`src/sv/etxf_pkg.sv`:
```
// ----------------------------------------------------------------------------
// Ethernet TX frame formatter package
// Shared constants, the per-item run plan type and the header byte select.
// ----------------------------------------------------------------------------
package etxf_pkg;

  localparam int unsigned MinPayload = 46;
  localparam int unsigned HdrLen     = 14;
  // Wide enough for the longest run of one item, header plus full padding.
  localparam int unsigned CntW       = $clog2(HdrLen + MinPayload + 1);

  // Plan for the run of output bytes caused by one accepted item.
  typedef struct packed {
    logic            hdr;        // emit the 14-byte header first
    logic            pay;        // emit the payload byte
    logic [CntW-1:0] len_m1;     // run length minus one
    logic            frame_end;  // run closes the frame
  } plan_t;

  // Header byte at position idx: destination, source, then type, MSB first.
  function automatic logic [7:0] hdr_byte(input logic [47:0] dest,
                                          input logic [47:0] src,
                                          input logic [15:0] etype,
                                          input logic [3:0]  idx);
    logic [7:0] b;
    case (idx)
      4'd0:    b = dest[47:40];
      4'd1:    b = dest[39:32];
      4'd2:    b = dest[31:24];
      4'd3:    b = dest[23:16];
      4'd4:    b = dest[15:8];
      4'd5:    b = dest[7:0];
      4'd6:    b = src[47:40];
      4'd7:    b = src[39:32];
      4'd8:    b = src[31:24];
      4'd9:    b = src[23:16];
      4'd10:   b = src[15:8];
      4'd11:   b = src[7:0];
      4'd12:   b = etype[15:8];
      4'd13:   b = etype[7:0];
      default: b = 8'h00;
    endcase
    return b;
  endfunction

endpackage

```
`src/sv/etxf_plan.sv`:
```
// ----------------------------------------------------------------------------
// Frame tracker and run planner
// Keeps the per-frame state and works out the output run of each item.
// ----------------------------------------------------------------------------
module etxf_plan (
  input  logic                clk,
  input  logic                rst_n,
  input  logic                in_fire,
  input  logic                first_byte,
  input  logic                last_byte,
  input  logic                empty_frame,
  input  logic [47:0]         dest_mac,
  input  logic [47:0]         local_mac,
  output logic                plan_valid,
  output etxf_pkg::plan_t     plan
);
  import etxf_pkg::*;

  localparam logic [CntW-1:0] MinCnt = CntW'(MinPayload);
  localparam logic [CntW-1:0] HdrCnt = CntW'(HdrLen);

  logic            in_frame_r, in_frame_nxt;
  logic            drop_r, drop_nxt;
  logic [CntW-1:0] cnt_r, cnt_nxt;

  logic            first, last, ignore, drop, pay;
  logic [CntW-1:0] cnt0, cnt1, pad, len;

  // Work out the run for the item on the input.
  always_comb begin
    first  = first_byte | empty_frame;
    last   = last_byte | empty_frame;
    ignore = !first && !in_frame_r;
    cnt0   = first ? '0 : cnt_r;
    drop   = first ? (dest_mac == local_mac) : drop_r;
    pay    = !empty_frame;
    cnt1   = (pay && (cnt0 < MinCnt)) ? cnt0 + CntW'(1) : cnt0;
    pad    = last ? MinCnt - cnt1 : '0;
    len    = (first ? HdrCnt : '0) + CntW'(pay) + pad;

    plan_valid     = !ignore && !drop;
    plan.hdr       = first;
    plan.pay       = pay;
    plan.len_m1    = len - CntW'(1);
    plan.frame_end = last;
  end

  // Frame state after the item.
  always_comb begin
    in_frame_nxt = in_frame_r;
    drop_nxt     = drop_r;
    cnt_nxt      = cnt_r;
    if (in_fire && !ignore) begin
      if (last) begin
        in_frame_nxt = 1'b0;
        drop_nxt     = 1'b0;
        cnt_nxt      = '0;
      end else begin
        in_frame_nxt = 1'b1;
        drop_nxt     = drop;
        cnt_nxt      = cnt1;
      end
    end
  end

  always_ff @(posedge clk) begin
    if (!rst_n) begin
      in_frame_r <= 1'b0;
      drop_r     <= 1'b0;
      cnt_r      <= '0;
    end else begin
      in_frame_r <= in_frame_nxt;
      drop_r     <= drop_nxt;
      cnt_r      <= cnt_nxt;
    end
  end

endmodule

```
`src/sv/etxf_emit.sv`:
```
// ----------------------------------------------------------------------------
// Run emitter
// Holds one planned item and sends its bytes through the output register.
// ----------------------------------------------------------------------------
module etxf_emit (
  input  logic                clk,
  input  logic                rst_n,
  input  logic                in_fire,
  input  logic                plan_valid,
  input  etxf_pkg::plan_t     plan,
  input  logic [7:0]          payload_byte,
  input  logic [47:0]         dest_mac,
  input  logic [15:0]         ethertype,
  input  logic [47:0]         local_mac,
  output logic                hold_free,
  output logic                out_valid,
  input  logic                out_ready,
  output logic [7:0]          out_byte,
  output logic                run_last,
  output logic                frame_last
);
  import etxf_pkg::*;

  localparam logic [CntW-1:0] HdrCnt = CntW'(HdrLen);

  logic            hold_v_r, hold_v_nxt;
  plan_t           plan_r;
  logic [7:0]      pbyte_r;
  logic [47:0]     dest_r;
  logic [15:0]     etype_r;
  logic [CntW-1:0] idx_r, idx_nxt;

  logic            out_v_r, out_v_nxt;
  logic [7:0]      out_byte_r;
  logic            run_last_r, frame_last_r;

  logic            step, at_end;
  logic [7:0]      byte_sel;
  logic [CntW-1:0] pay_pos;

  // One byte leaves the hold stage whenever the output register can take it.
  assign step      = hold_v_r && (!out_v_r || out_ready);
  assign at_end    = (idx_r == plan_r.len_m1);
  assign hold_free = !hold_v_r || (step && at_end);

  // Byte at the current run position.
  always_comb begin
    pay_pos = plan_r.hdr ? HdrCnt : '0;
    if (plan_r.hdr && (idx_r < HdrCnt)) begin
      byte_sel = hdr_byte(dest_r, local_mac, etype_r, idx_r[3:0]);
    end else if (plan_r.pay && (idx_r == pay_pos)) begin
      byte_sel = pbyte_r;
    end else begin
      byte_sel = 8'h00;
    end
  end

  // Hold stage control.
  always_comb begin
    hold_v_nxt = hold_v_r;
    idx_nxt    = idx_r;
    if (step) begin
      idx_nxt = idx_r + CntW'(1);
      if (at_end) begin
        hold_v_nxt = 1'b0;
      end
    end
    if (in_fire && plan_valid) begin
      hold_v_nxt = 1'b1;
      idx_nxt    = '0;
    end
  end

  // Output register control.
  always_comb begin
    out_v_nxt = out_v_r;
    if (step) begin
      out_v_nxt = 1'b1;
    end else if (out_ready) begin
      out_v_nxt = 1'b0;
    end
  end

  always_ff @(posedge clk) begin
    if (!rst_n) begin
      hold_v_r <= 1'b0;
      out_v_r  <= 1'b0;
    end else begin
      hold_v_r <= hold_v_nxt;
      out_v_r  <= out_v_nxt;
    end
  end

  always_ff @(posedge clk) begin
    idx_r <= idx_nxt;
    if (in_fire && plan_valid) begin
      plan_r  <= plan;
      pbyte_r <= payload_byte;
      dest_r  <= dest_mac;
      etype_r <= ethertype;
    end
    if (step) begin
      out_byte_r   <= byte_sel;
      run_last_r   <= at_end;
      frame_last_r <= at_end && plan_r.frame_end;
    end
  end

  assign out_valid  = out_v_r;
  assign out_byte   = out_byte_r;
  assign run_last   = run_last_r;
  assign frame_last = frame_last_r;

endmodule

```
`src/sv/ethernet_tx_frame_formatter_unit.sv`:
```
// Path: an item's run goes through the hold stage, then the output register, to out_tdata.
// Throughput: one output byte per cycle while out_tready is high; a payload item is 1 byte, an
// opening 15 or more, a closing 1 + padding; the single hold stage and byte counter set this.
// Reset: synchronous, active low; clears frame state, local MAC and both valid flags.
// ----------------------------------------------------------------------------
// Ethernet TX frame formatter
// Inserts the Ethernet header, passes payload, pads to the minimum payload; drops own-MAC frames.
// ----------------------------------------------------------------------------
module ethernet_tx_frame_formatter_unit (
  input  logic        clk,
  input  logic        rst_n,
  input  logic        cfg_we,
  input  logic [47:0] cfg_wdata,     // local_mac
  input  logic        in_tvalid,
  output logic        in_tready,
  input  logic [71:0] in_tdata,      // payload_byte[7:0], dest_mac[55:8], ethertype[71:56]
  input  logic [1:0]  in_tuser,      // first_byte[0], empty_frame[1]
  input  logic        in_tlast,      // last_byte
  output logic        out_tvalid,
  input  logic        out_tready,
  output logic [7:0]  out_tdata,     // out_byte[7:0]
  output logic [0:0]  out_tuser,     // run_last[0]
  output logic        out_tlast      // frame_last
);
  import etxf_pkg::*;

  logic [47:0] local_mac_r;
  logic        in_fire;
  logic        plan_valid;
  plan_t       plan;
  logic        hold_free;
  logic        run_last;

  // Station address register.
  always_ff @(posedge clk) begin
    if (!rst_n) begin
      local_mac_r <= '0;
    end else if (cfg_we) begin
      local_mac_r <= cfg_wdata;
    end
  end

  assign in_tready = hold_free;
  assign in_fire   = in_tvalid && in_tready;

  etxf_plan u_plan (
    .clk         (clk),
    .rst_n       (rst_n),
    .in_fire     (in_fire),
    .first_byte  (in_tuser[0]),
    .last_byte   (in_tlast),
    .empty_frame (in_tuser[1]),
    .dest_mac    (in_tdata[55:8]),
    .local_mac   (local_mac_r),
    .plan_valid  (plan_valid),
    .plan        (plan)
  );

  etxf_emit u_emit (
    .clk          (clk),
    .rst_n        (rst_n),
    .in_fire      (in_fire),
    .plan_valid   (plan_valid),
    .plan         (plan),
    .payload_byte (in_tdata[7:0]),
    .dest_mac     (in_tdata[55:8]),
    .ethertype    (in_tdata[71:56]),
    .local_mac    (local_mac_r),
    .hold_free    (hold_free),
    .out_valid    (out_tvalid),
    .out_ready    (out_tready),
    .out_byte     (out_tdata),
    .run_last     (run_last),
    .frame_last   (out_tlast)
  );

  assign out_tuser[0] = run_last;

endmodule

```
`config.mk`:
```
export PLATFORM = sky130hd
export DESIGN_NAME = ethernet_tx_frame_formatter_unit
export DESIGN_NICKNAME = d
export VERILOG_FILES = /design/src/sv/etxf_pkg.sv /design/src/sv/etxf_plan.sv /design/src/sv/etxf_emit.sv /design/src/sv/ethernet_tx_frame_formatter_unit.sv
export SDC_FILE = /design/constraint.sdc
export NUM_CORES = 1
export LEC_CHECK = 0
export ABC_CLOCK_PERIOD_IN_PS = 5530
export BUFFER_PORTS_ARGS = -buffer_cell sky130_fd_sc_hd__buf_2
export CORE_UTILIZATION = 56
export DETAILED_ROUTE_END_ITERATION = 7
export PLACE_DENSITY = 0.8
export SYNTH_ARGS = -nofsm -noshare
export SYNTH_HDL_FRONTEND = slang
export SYNTH_HIERARCHICAL = 1
export SYNTH_SLANG_ARGS = --single-unit
```
`constraint.sdc`:
```
create_clock -name clk -period 5.53 [get_ports clk]
set_input_delay 1.3825 -clock clk [delete_from_list [all_inputs] [get_ports clk]]
set_output_delay 1.3825 -clock clk [all_outputs]
set_load 0.1 [all_outputs]
```
==> flow_metrics.py <==
metrics = {
    "floorplan": {
        "fp-row-count": 42,
        "die_w_um": 119,
        "io_pins": 140,
        "start_util": 0.576,
        "coreArea_sq_um": 13300,
        "dieArea_sq_um": 14200,
        "die_h_um": 119,
    },
    "sta": {
        "hold_slack_ns": 0.480,
        "fin_skew_ns": 0.00685,
        "hold_violations": 0,
        "layout_setup_ws_ns": 1.20,
        "setup_viol_count_final": 0,
        "post-route-min-period_ns": 4.33,
        "maxSlewViolCount": 0,
        "timing.setup.tns_ns": 0,
        "rsz0062_at_grt": "false",
        "slew_headroom": 0.240,
        "fin_crit_sh": 0.783,
        "max_freq_mhz": 231,
        "worstMarginPinSlew_ns": 1.14,
    },
    "synthesis": {
        "synth_seq_cells": 155,
        "synth_cells": 650,
        "synthFlopType": "edfxtp_1",
        "syn_nets": 793,
        "avgSynthCellArea_sq_um": 11.8,
        "synth_enable_flop_cells": 91,
        "async_flop_share": 0,
        "synth.distinct_cells": 70,
        "yosys_warnings": 6,
        "syn-cell-area_sq_um": 7660,
        "ys_seq_area_frac": 0.524,
    },
    "run": {
        "maxCapViolations": 0,
    },
    "global_route": {
        "antenna_found_initial": 0,
        "overflow": 0,
        "grtUsageTotal": 0.292,
        "grt_max_degree": 88,
        "grt_pass1_wl_um": 30900,
        "grt_pass1_vias": 5679,
    },
    "setup_path": {
        "worstPathArrival_ns": 4.51,
        "start_kind": "input port",
        "path_class": "in2reg",
        "cp.required_ns": 5.71,
        "cp-end-kind": "flip-flop",
        "worstPathMaxFanout": 10,
    },
    "layout": {
        "fillers": 998,
        "nets": 916,
        "drive_gt1_frac": 0.239,
        "area_growth_pct": 16.5,
        "multi_input_area_sq_um": 3280,
        "diodes": 0,
        "seqCellArea_sq_um": 4010,
    },
    "cts": {
        "ctsHoldBuffers": 0,
        "postCtsSetupBuffers": 0,
        "cts.sinks": 155,
        "cts_buffers": 17,
        "ctsResizeCount": 0,
        "path_clk_slew_ns": 0.06,
        "clockRootBuffer": "clkbuf_16",
        "clockBufferDepth": 2,
        "worstSkewPairLatency_ns": 0.43,
        "cts_tree": "yes",
        "cts_htree_levels": 4,
    },
    "place": {
        "io_buffer_count": 139,
        "place_ws_ns": 0.778,
        "hpwl_um": 13900,
        "gp_congestion": 0.912,
    },
    "routing": {
        "drtAntennaViolNets": 0,
        "dr.pass1.iters": 5,
        "drc": 0,
        "wire_per_inst_um": 20.5,
        "vias": 5794,
        "totalWireLength_um": 19800,
        "drtIter0Drc": 712,
        "via_per_inst": 6.02,
    },
    "worst_hold_path": {
        "min_path_type": "reg2reg",
    },
    "outcome": {
        "status": "complete, no violations",
    },
    "power_and_ir_drop": {
        "leakage_nw": 3.57,
        "power_density_nw_per_um2": 349,
        "peakVddDrop_mv": 0.296,
    },
}
state kept, by name, summed over array words and instances, names as in the netlist, 6 cells and up:
register	count
u_emit/out_byte	8
u_emit/etype_r	16
u_emit/idx_r	6
u_emit/dest_r	48
u_plan/cnt_r	6
local_mac_r	48
u_emit/plan_r	9
u_emit/pbyte_r	8
cell usage after synthesis, types with 13 or more instances:
master / number / share of area
a21oi_1: 16 / 0.010
a22o_1: 19 / 0.022
a22oi_1: 21 / 0.021
dfxtp_1: 64 / 0.17
edfxtp_1: 91 / 0.36
ha_1: 14 / 0.023
inv_1: 18 / 0.0088
mux2i_1: 60 / 0.078
nand2_1: 27 / 0.013
nand3_1: 13 / 0.0085
nand4_1: 15 / 0.012
nor2_1: 17 / 0.0083
nor2b_1: 58 / 0.047
xnor2_1: 31 / 0.035
xor2_1: 31 / 0.035
placed cells by master (no fill, tap or decap), types with 19 or more instances in the layout:
| cell type | n |
|---|---|
| buf_2 | 139 |
| edfxtp_1 | 91 |
| dfxtp_1 | 64 |
| mux2i_1 | 60 |
| nor2b_1 | 58 |
| xor2_1 | 31 |
| xnor2_1 | 31 |
| nand2_1 | 27 |
| a22oi_1 | 21 |
| clkbuf_16 | 20 |
| a22o_1 | 19 |
metal layers:
| metal | GRT usage | vias up | share of wire |
|---|---|---|---|
| li1 | - | 2634 | - |
| met1 | 0.401 | 2779 | 0.42 |
| met2 | 0.437 | 323 | 0.45 |
| met3 | 0.0723 | 58 | 0.093 |
| met4 | 0.131 | 0 | 0.035 |
| met5 | 0 | - | 0 |
critical path, cell delays in order:
cell and delay (ns):
buf_2 0.18, nor2_4 0.27, and2_1 0.18, ha_1 0.22, nor2b_1 0.13, a32o_2 0.27, ha_1 0.29, nand2b_1 0.14
ha_1 0.28, inv_1 0.07, ha_1 0.17, inv_1 0.07, fa_1 0.47, inv_1 0.07, a21o_1 0.11, a21oi_1 0.07
xnor2_1 0.13
per-stage QoR:
step	utilization	instances	power [mW]	cell area, sq um
floorplan	-	650	1.78	7660
global placement	0.626	930	1.93	8320
detailed placement	0.626	930	1.95	8320
CTS	0.671	962	3.12	8920
global route	0.671	962	3.22	8920
finish	0.671	962	3.12	8920
path summary, 6_finish.rpt:
path | start | to | slack [ns] | cells after the start
min reg2reg | u_plan/drop_r | u_plan/drop_r | 0.48 | 2
min | u_plan/drop_r | u_plan/drop_r | 0.48 | 2
max reg2reg | u_plan/cnt_r[5] | u_emit/plan_r[6] | 2.02 | 15
max | in_tuser[1] | u_emit/plan_r[6] | 1.20 | 17
power by group:
group	total [mW]	switching, mW	internal [mW]
Clock	1.18	0.477	0.703
Sequential	1.37	0.0527	1.32
Combinational	0.561	0.362	0.199
logic make-up after synthesis:
logic type      synth area share
compound gates             0.118
xor+xnor                  0.0709
fa+ha+maj                 0.0255
buf+inv                   0.0480
flops                      0.524
mux                       0.0818
simple gates               0.132
layout make-up:
cell class / count / area share
sequential: 155 / 0.450
multi-input combinational: 436 / 0.367
timing repair buffer: 144 / 0.0822
clock buffer: 21 / 0.0565
tap: 176 / 0.0247
clock inverter: 11 / 0.0114
inverter: 19 / 0.00813
No activity file was read; power rests on OpenSTA's default activity.
